[config.mk]
export PLATFORM = sky130hd
export DESIGN_NAME = telemetry_frame_sum_framer
export DESIGN_NICKNAME = d
export VERILOG_FILES = /design/src/design/tfsf_pkg.sv /design/src/design/tfsf_lane.sv /design/src/design/tfsf_merge.sv /design/src/design/telemetry_frame_sum_framer.sv
export VERILOG_INCLUDE_DIRS = /design/src /design/src/design
export SDC_FILE = /design/constraint.sdc
export NUM_CORES = 1
export LEC_CHECK = 0
export ABC_AREA = 1
export ABC_CLOCK_PERIOD_IN_PS = 11500
export BUFFER_PORTS_ARGS = -buffer_cell sky130_fd_sc_hd__clkbuf_2
export CAP_MARGIN = 20
export CORE_MARGIN = 2
export CORE_UTILIZATION = 61
export DETAILED_ROUTE_END_ITERATION = 12
export PLACE_DENSITY = 0.89
export SLEW_MARGIN = 20
export SYNTH_ARGS = -nofsm -noshare
export SYNTH_HDL_FRONTEND = slang
export SYNTH_HIERARCHICAL = 1
export SYNTH_SLANG_ARGS = --single-unit
[constraint.sdc]
create_clock -name clock -period 11.5 [get_ports clock]
set_input_delay 1.15 -clock clock [delete_from_list [all_inputs] [get_ports clock]]
set_output_delay 1.15 -clock clock [all_outputs]
set_load 0.005 [all_outputs]
[src/design/telemetry_frame_sum_framer_assert.svh]
// Assertion helpers shared by the framer RTL.
`ifndef TELEMETRY_FRAME_SUM_FRAMER_ASSERT_SVH
`define TELEMETRY_FRAME_SUM_FRAMER_ASSERT_SVH

// Same-cycle implication, disabled while reset is high.
`define TFSF_ASSERT_NOW(lbl, clk, rst, ante, cons, msg) \
   lbl: assert property (@(posedge clk) disable iff (rst) (ante) |-> (cons)) \
      else $error(msg);

// Next-cycle implication, disabled while reset is high.
`define TFSF_ASSERT_NEXT(lbl, clk, rst, ante, cons, msg) \
   lbl: assert property (@(posedge clk) disable iff (rst) (ante) |=> (cons)) \
      else $error(msg);

`endif

[src/design/tfsf_pkg.sv]
`default_nettype none
package tfsf_pkg;

   localparam int MAX_PAYLOAD = 27;
   localparam int LANE_BYTES  = 8;
   localparam int NUM_LANES   = 4;
   localparam int WORD_W      = 64;
   localparam int TAIL_W      = 24;
   localparam int COUNT_W     = 4;   // 0..LANE_BYTES
   localparam int LEN_W       = 5;   // 0..MAX_PAYLOAD
   localparam int IDX_W       = 5;   // frame byte index 0..MAX_PAYLOAD+4
   localparam int LANE_SEL_W  = 2;
   localparam int BYTE_SEL_W  = 3;

   localparam logic [7:0] HEADER_BYTE = 8'hAA;

   // Frame layout: two header bytes, function code, length, payload, checksum.
   localparam logic [IDX_W-1:0] IDX_FUNC    = 5'd2;
   localparam logic [IDX_W-1:0] IDX_LEN     = 5'd3;
   localparam logic [IDX_W-1:0] IDX_PAYLOAD = 5'd4;

   typedef struct packed {
      logic [WORD_W-1:0]  word;
      logic [COUNT_W-1:0] count;   // bytes of this word inside the payload
   } lane_in_type;

endpackage
`default_nettype wire

[src/design/tfsf_lane.sv]
`default_nettype none
module tfsf_lane (
   input  wire logic                clock,
   input  wire tfsf_pkg::lane_in_type lane_in,
   output logic [7:0]               lane_sum
);
   import tfsf_pkg::*;

   logic [7:0] sum_in;
   logic [7:0] sum_ff;

   // masked byte sum over one payload word
   always_comb begin
      sum_in = 8'd0;
      for (int i = 0; i < LANE_BYTES; i++) begin
         if (COUNT_W'(i) < lane_in.count) begin
            sum_in = sum_in + lane_in.word[i*8 +: 8];
         end
      end
   end

   always_ff @(posedge clock) begin
      sum_ff <= sum_in;
   end

   assign lane_sum = sum_ff;

endmodule
`default_nettype wire

[src/design/tfsf_merge.sv]
`default_nettype none
module tfsf_merge (
   input  wire logic       clock,
   input  wire logic [7:0] lane_sum [tfsf_pkg::NUM_LANES],
   input  wire logic [7:0] function_code,
   input  wire logic [7:0] payload_length,
   output logic [7:0]      checksum
);
   import tfsf_pkg::*;

   logic [7:0] checksum_in;
   logic [7:0] checksum_ff;

   always_comb begin
      checksum_in = HEADER_BYTE + HEADER_BYTE + function_code + payload_length;
      for (int l = 0; l < NUM_LANES; l++) begin
         checksum_in = checksum_in + lane_sum[l];
      end
   end

   always_ff @(posedge clock) begin
      checksum_ff <= checksum_in;
   end

   assign checksum = checksum_ff;

endmodule
`default_nettype wire

[src/design/telemetry_frame_sum_framer.sv]
// Telemetry frame builder with 8-bit additive checksum.
// req_ channel: one beat is a frame request (function code, length and up
//   to 27 payload bytes in four words, byte 0 in the low bits of word 0).
//   A request with length above 27 is accepted and dropped: no output.
// rsp_ channel: one beat per frame byte: AA, AA, function code, length,
//   payload bytes, then the checksum with rsp_last_byte high.
// The request is registered first, then the first byte is loaded into the output
//   register. A frame of n payload bytes takes n+5 rsp beats, one per
//   cycle when the receiver does not stall.
// The byte serializer limits the request rate: req_stall is high while a frame
//   is being sent and drops once the checksum sits in the output register,
//   so the next request can be taken while that byte may still wait.
// The checksum comes from four lanes, each summing the valid bytes of one
//   payload word, and a merge stage, both registered; it is ready before
//   the serializer reaches the end of the shortest frame.
// Stall on rsp_ holds the output register and pauses the serializer.
// Reset (synchronous) empties the output register and abandons any frame.
`default_nettype none
`include "telemetry_frame_sum_framer_assert.svh"
module telemetry_frame_sum_framer (
   input  wire logic        clock,
   input  wire logic        reset,
   input  wire logic        req_valid,
   output logic             req_stall,
   input  wire logic [7:0]  req_function_code,
   input  wire logic [7:0]  req_payload_length,
   input  wire logic [63:0] req_payload_word_0,
   input  wire logic [63:0] req_payload_word_1,
   input  wire logic [63:0] req_payload_word_2,
   input  wire logic [23:0] req_payload_word_3,
   output logic             rsp_valid,
   input  wire logic        rsp_stall,
   output logic [7:0]       rsp_frame_byte,
   output logic             rsp_last_byte
);
   import tfsf_pkg::*;

   // request capture
   logic              busy_ff, busy_in;
   logic [IDX_W-1:0]  idx_ff, idx_in;
   logic [LEN_W-1:0]  len_ff;
   logic [7:0]        func_ff;
   logic [WORD_W-1:0] word_ff [NUM_LANES];

   // output register
   logic              rsp_valid_ff, rsp_valid_in;
   logic [7:0]        rsp_byte_ff, rsp_byte_in;
   logic              rsp_last_ff, rsp_last_in;

   logic              req_accept;
   logic              length_ok;
   logic              out_load;
   logic              frame_end;
   logic [IDX_W-1:0]  end_idx;
   logic [IDX_W-1:0]  pay_idx;
   logic [7:0]        pay_byte;
   logic [7:0]        checksum;
   logic [7:0]        lane_sum [NUM_LANES];
   lane_in_type       lane_in  [NUM_LANES];

   assign req_stall  = busy_ff;
   assign req_accept = req_valid && !busy_ff;
   assign length_ok  = req_payload_length <= 8'(MAX_PAYLOAD);

   always_ff @(posedge clock) begin
      if (req_accept) begin
         len_ff     <= req_payload_length[LEN_W-1:0];
         func_ff    <= req_function_code;
         word_ff[0] <= req_payload_word_0;
         word_ff[1] <= req_payload_word_1;
         word_ff[2] <= req_payload_word_2;
         word_ff[3] <= {{(WORD_W-TAIL_W){1'b0}}, req_payload_word_3};
      end
   end

   // per-lane byte counts from the stored length
   always_comb begin
      for (int l = 0; l < NUM_LANES; l++) begin
         lane_in[l].word = word_ff[l];
         if ({1'b0, len_ff} >= (LEN_W+1)'((l+1)*LANE_BYTES)) begin
            lane_in[l].count = COUNT_W'(LANE_BYTES);
         end else if (len_ff > LEN_W'(l*LANE_BYTES)) begin
            lane_in[l].count = COUNT_W'(len_ff - LEN_W'(l*LANE_BYTES));
         end else begin
            lane_in[l].count = '0;
         end
      end
   end

   for (genvar g = 0; g < NUM_LANES; g++) begin : g_lane
      tfsf_lane u_lane (
         .clock    (clock),
         .lane_in  (lane_in[g]),
         .lane_sum (lane_sum[g])
      );
   end

   tfsf_merge u_merge (
      .clock          (clock),
      .lane_sum       (lane_sum),
      .function_code  (func_ff),
      .payload_length ({{(8-LEN_W){1'b0}}, len_ff}),
      .checksum       (checksum)
   );

   // byte serializer
   assign end_idx   = IDX_W'(len_ff) + IDX_PAYLOAD;
   assign frame_end = idx_ff == end_idx;
   assign pay_idx   = idx_ff - IDX_PAYLOAD;
   assign pay_byte  = word_ff[pay_idx[IDX_W-1 -: LANE_SEL_W]]
                             [pay_idx[BYTE_SEL_W-1:0]*8 +: 8];
   assign out_load  = !rsp_valid_ff || !rsp_stall;

   always_comb begin
      priority if (idx_ff < IDX_FUNC) begin
         rsp_byte_in = HEADER_BYTE;
      end else if (idx_ff == IDX_FUNC) begin
         rsp_byte_in = func_ff;
      end else if (idx_ff == IDX_LEN) begin
         rsp_byte_in = {{(8-LEN_W){1'b0}}, len_ff};
      end else if (frame_end) begin
         rsp_byte_in = checksum;
      end else begin
         rsp_byte_in = pay_byte;
      end
   end

   always_comb begin
      busy_in      = busy_ff;
      idx_in       = idx_ff;
      rsp_valid_in = rsp_valid_ff;
      rsp_last_in  = rsp_last_ff;
      if (out_load) begin
         rsp_valid_in = busy_ff;
         rsp_last_in  = frame_end;
         if (busy_ff) begin
            idx_in = idx_ff + IDX_W'(1);
            if (frame_end) begin
               busy_in = 1'b0;
            end
         end
      end
      if (req_accept) begin
         busy_in = length_ok;
         idx_in  = '0;
      end
   end

   always_ff @(posedge clock) begin
      if (reset) begin
         busy_ff      <= 1'b0;
         idx_ff       <= '0;
         rsp_valid_ff <= 1'b0;
      end else begin
         busy_ff      <= busy_in;
         idx_ff       <= idx_in;
         rsp_valid_ff <= rsp_valid_in;
      end
   end

   always_ff @(posedge clock) begin
      if (out_load && busy_ff) begin
         rsp_byte_ff <= rsp_byte_in;
         rsp_last_ff <= rsp_last_in;
      end
   end

   assign rsp_valid      = rsp_valid_ff;
   assign rsp_frame_byte = rsp_byte_ff;
   assign rsp_last_byte  = rsp_last_ff;

   `TFSF_ASSERT_NOW(a_idx_in_frame, clock, reset, busy_ff, idx_ff <= end_idx, "index past frame end")
   `TFSF_ASSERT_NEXT(a_drop_long, clock, reset, req_accept && !length_ok, !busy_ff, "long request not dropped")
   `TFSF_ASSERT_NEXT(a_start_frame, clock, reset, req_accept && length_ok, busy_ff && idx_ff == '0, "frame did not start")
   `TFSF_ASSERT_NEXT(a_end_frame, clock, reset, busy_ff && out_load && frame_end, !busy_ff && rsp_valid_ff && rsp_last_ff, "frame did not close")

endmodule
`default_nettype wire
==> metrics.md <==
| Metric | Value |
|---|---|
| Status | complete, no violations |
| Largest net degree at the start of global routing | 86 |
| Ports | around 250 |
| Post-Synthesis Cell Area | 25230 um2 |
| Critical Path AT | between 10 and 15 ns |
| First-pass DRT Iterations | 7 |
| Clock latency at the later pin of the worst-skew pair | 0.61 ns |
| GRT Overall Usage | between 30% and 40% |
| Fin crit share | 85.71% |
| Most used cell along the critical path | nand2_1 |
| Largest family of logic cells by synthesized area | simple AND/OR/NAND/NOR gates |
| Initial cell density of the core | 61.79% |
| Clock period minus worst slack | 9.856 ns |
| Met3 WL | 9.244 mm |
| Cell area after layout | 28040 um2 |
| Placed inst area | ~27000 um2 |
| Crit-path slowest cell | nor2_1 |
| Die H | 207.4 um |
| Post-route antenna net violation count | 0 |
| Vias per cell | 5.744 |
| Simple-gate portion of the synthesized area | 32.42% |
| Metal1 wirelength | 30.64 mm |
| Fin. Hold Viols | 0 |
| Clk sinks | 285 |
| Clock transition at path regs | 0.07 ns |
| Post-synthesis mux area share | 0% |
| CP peak stage delay | 0.79 ns |
| Yosys reg bits | 285 |
| Number of global-route vias before repair | 22.35k |
| DRC violations left | 0 |
| Post-synth cell types | 58 |
| Filler instances | 3326 |
| Uppermost layer routed | met4 |
| Finish-stage setup viols | 0 |
| Die X | between 200 and 250 um |
| CP Capture Type | flip-flop |
| H-tree depth | 1 |
| Gate Count Post-Synth | 3335 |
| Final RePlAce weighted congestion | 1.038 |
| Core Rows | 74 |
| DRT iter0 DRCs | 3105 |
| Post-CTS setup-driven buffer insertion count | 0 |
| NumNets Final | 4126 |
| P_leak | 14.18 nW |
| Hold WC Path Type | flip-flop to flip-flop |
| Core ar. | 40830 um2 |
| Placed Cells | about 4.1k |
| Max VDD drop | 0.1852 mV |
| Power per Cell Area | around 220 nW/um2 |
| Area fraction in compound gates after synthesis | approximately 8.3% |
| Clock buffer count from CTS | 31 |
| Synth Area in XOR/XNOR | 3.045% |
| Slew margin rel. | about 27% |
| CP Launch Type | flip-flop |
| Top delay family on crit path | simple AND/OR/NAND/NOR gates |
| # hold bufs at CTS | 0 |
| Final setup TNS | 0 ns |
| Most common cell after layout, fill and taps aside | nand2_1 |
| First-pass GRT wire length | about 120 mm |
| Setup Skew | 0.01612 ns |
| Critical setup path kind | flip-flop to flip-flop |
| PortBufs | between 200 and 250 |
| Via Count | approximately 24k |
| CTS tree | done |
| Post-CTS Resized | 0 |
| Share of layout cells above drive strength 1 | around 14% |
| Yosys warns | 6 |
| Detailed Place HPWL | 63.26 mm |
| Synth area leader | edfxtp_1 |
| RSZ-0062 raised after global routing | no |
| Final wirelength | 77.94 mm |
| CTS max path bufs | 3 |
| Critical path peak fanout | 17 |
| Syn-to-layout area delta | 11.16% |
| Area of the die | 43000 um2 |
| Most frequent cells in the layout | nand2_1, inv_1, nand3_1 |
| Register area share after synthesis | 32.06% |
| Slew Limit Fails | 0 |
| Maximum clock rate | 101.5 MHz |
| Top cell type's share of synthesized area | 28.33% |
| Critical path buffers and inverters | 7 |
| Routed length on met2 | 33.62 mm |
| Remaining global-route overflow | 0 |
| Max cap viols | 0 |
| Final instance count without filler cells | 4180 |
| Drt wl/cell | 18.65 um |
| Tightest Pin Transition | 1.098 ns |
| Initial antenna violation count | 3 |
| Largest cells by area after synthesis | edfxtp_1, nand2_1, ha_1 |
| Syn_area_per_cell | around 7.6 um2 |
| Root Buffer | clkbuf_16 |
| Post-Synth Adder-Cell Area | 14.98% |
| Worst endpoint required time | 12.00 ns |
## logic make-up after synthesis
family,after synthesis
AND/OR/NAND/NOR,1791
buffers and inverters,555
AO/OA/AOI/OAI,348
flip-flops,285
adder cells (fa/ha/maj),269
XOR/XNOR,86
other,1
## cells in the mapped netlist, drive strengths merged
library cell  instances
a21o                  5
fa                   55
o211ai               18
o221ai                2
nor2                158
o21ai               142
xor2                 45
or2                  54
o311ai                1
nand4                51
a211oi                1
inv                 481
o21a                 22
a31oi                15
and2                 54
nor4                  1
o21bai                7
buf                  61
clkbuf                5
nand3               449
dfxtp                47
a311oi                1
clkinv                8
nor3                 20
nor3b                 1
xnor2                41
o22ai                 1
edfxtp              238
a21oi               133
ha                  214
nand3b               30
conb                  1
nand2               973
## stage by stage
stage	util [%]	hold slack (ns)	setup WS (ns)	total power [mW]
floorplan	-	0.4639	2.669	4.246
global placement	66.17	0.4743	1.975	4.915
detailed placement	66.17	0.4792	1.767	5.018
CTS	68.67	0.4898	1.746	6.035
global route	68.67	0.5092	0.7220	6.678
finish	68.68	0.4882	1.644	6.127
## worst paths after layout
path / from / end / slack (ns) / cells after the start
worst max-delay path: len_ff[4] / g_lane[0].u_lane/lane_sum[7] / 1.64 / 50
worst min-delay path: rsp_valid / rsp_valid / 0.49 / 2
worst max register to register: len_ff[4] / g_lane[0].u_lane/lane_sum[7] / 1.64 / 50
worst min register to register: rsp_valid / rsp_valid / 0.49 / 2
## registers in the layout (all words and copies together), names as in the netlist
signal,cells
req_stall,1
u_merge/checksum,8
func_ff,8
idx_ff,5
g_lane.u_lane/lane_sum,32
rsp_valid,1
rsp_last_byte,1
len_ff,5
rsp_frame_byte,8
word_ff,216
## power breakdown
group | internal [mW] | switching (mW)
Sequential | 1.29 | 0.124
Combinational | 1.52 | 2.19
Clock | 0.570 | 0.435
## worst reg2reg max path, delay by kind of cell (launching register included)
family          cells  cell delay [ns]
simple gates       24             3.84
compound gates      8             1.21
flops               1             0.69
fa+ha+maj           8             2.93
buf+inv             7             0.61
xor+xnor            3             0.48
## metal layers
metal / up-vias / global-route usage, %
met4: 0 / 17.14
met1: 10924 / 48.58
met3: 243 / 6.793
met2: 1327 / 55.22
li1: 11518 / -
met5: - / 0
## area by class of cell
type,instances,area [um2],area share (%)
clock inverters,20,177.7,0.6335
inverters,489,1864,6.648
clock buffers,38,844.6,3.012
multi-input cells,2555,15070,53.73
well taps,532,665.6,2.374
repair buffers,259,1329,4.738
flip-flops and latches,285,8089,28.84
diodes,2,5.005,0.01785
Power figures use the tool's default switching activity.
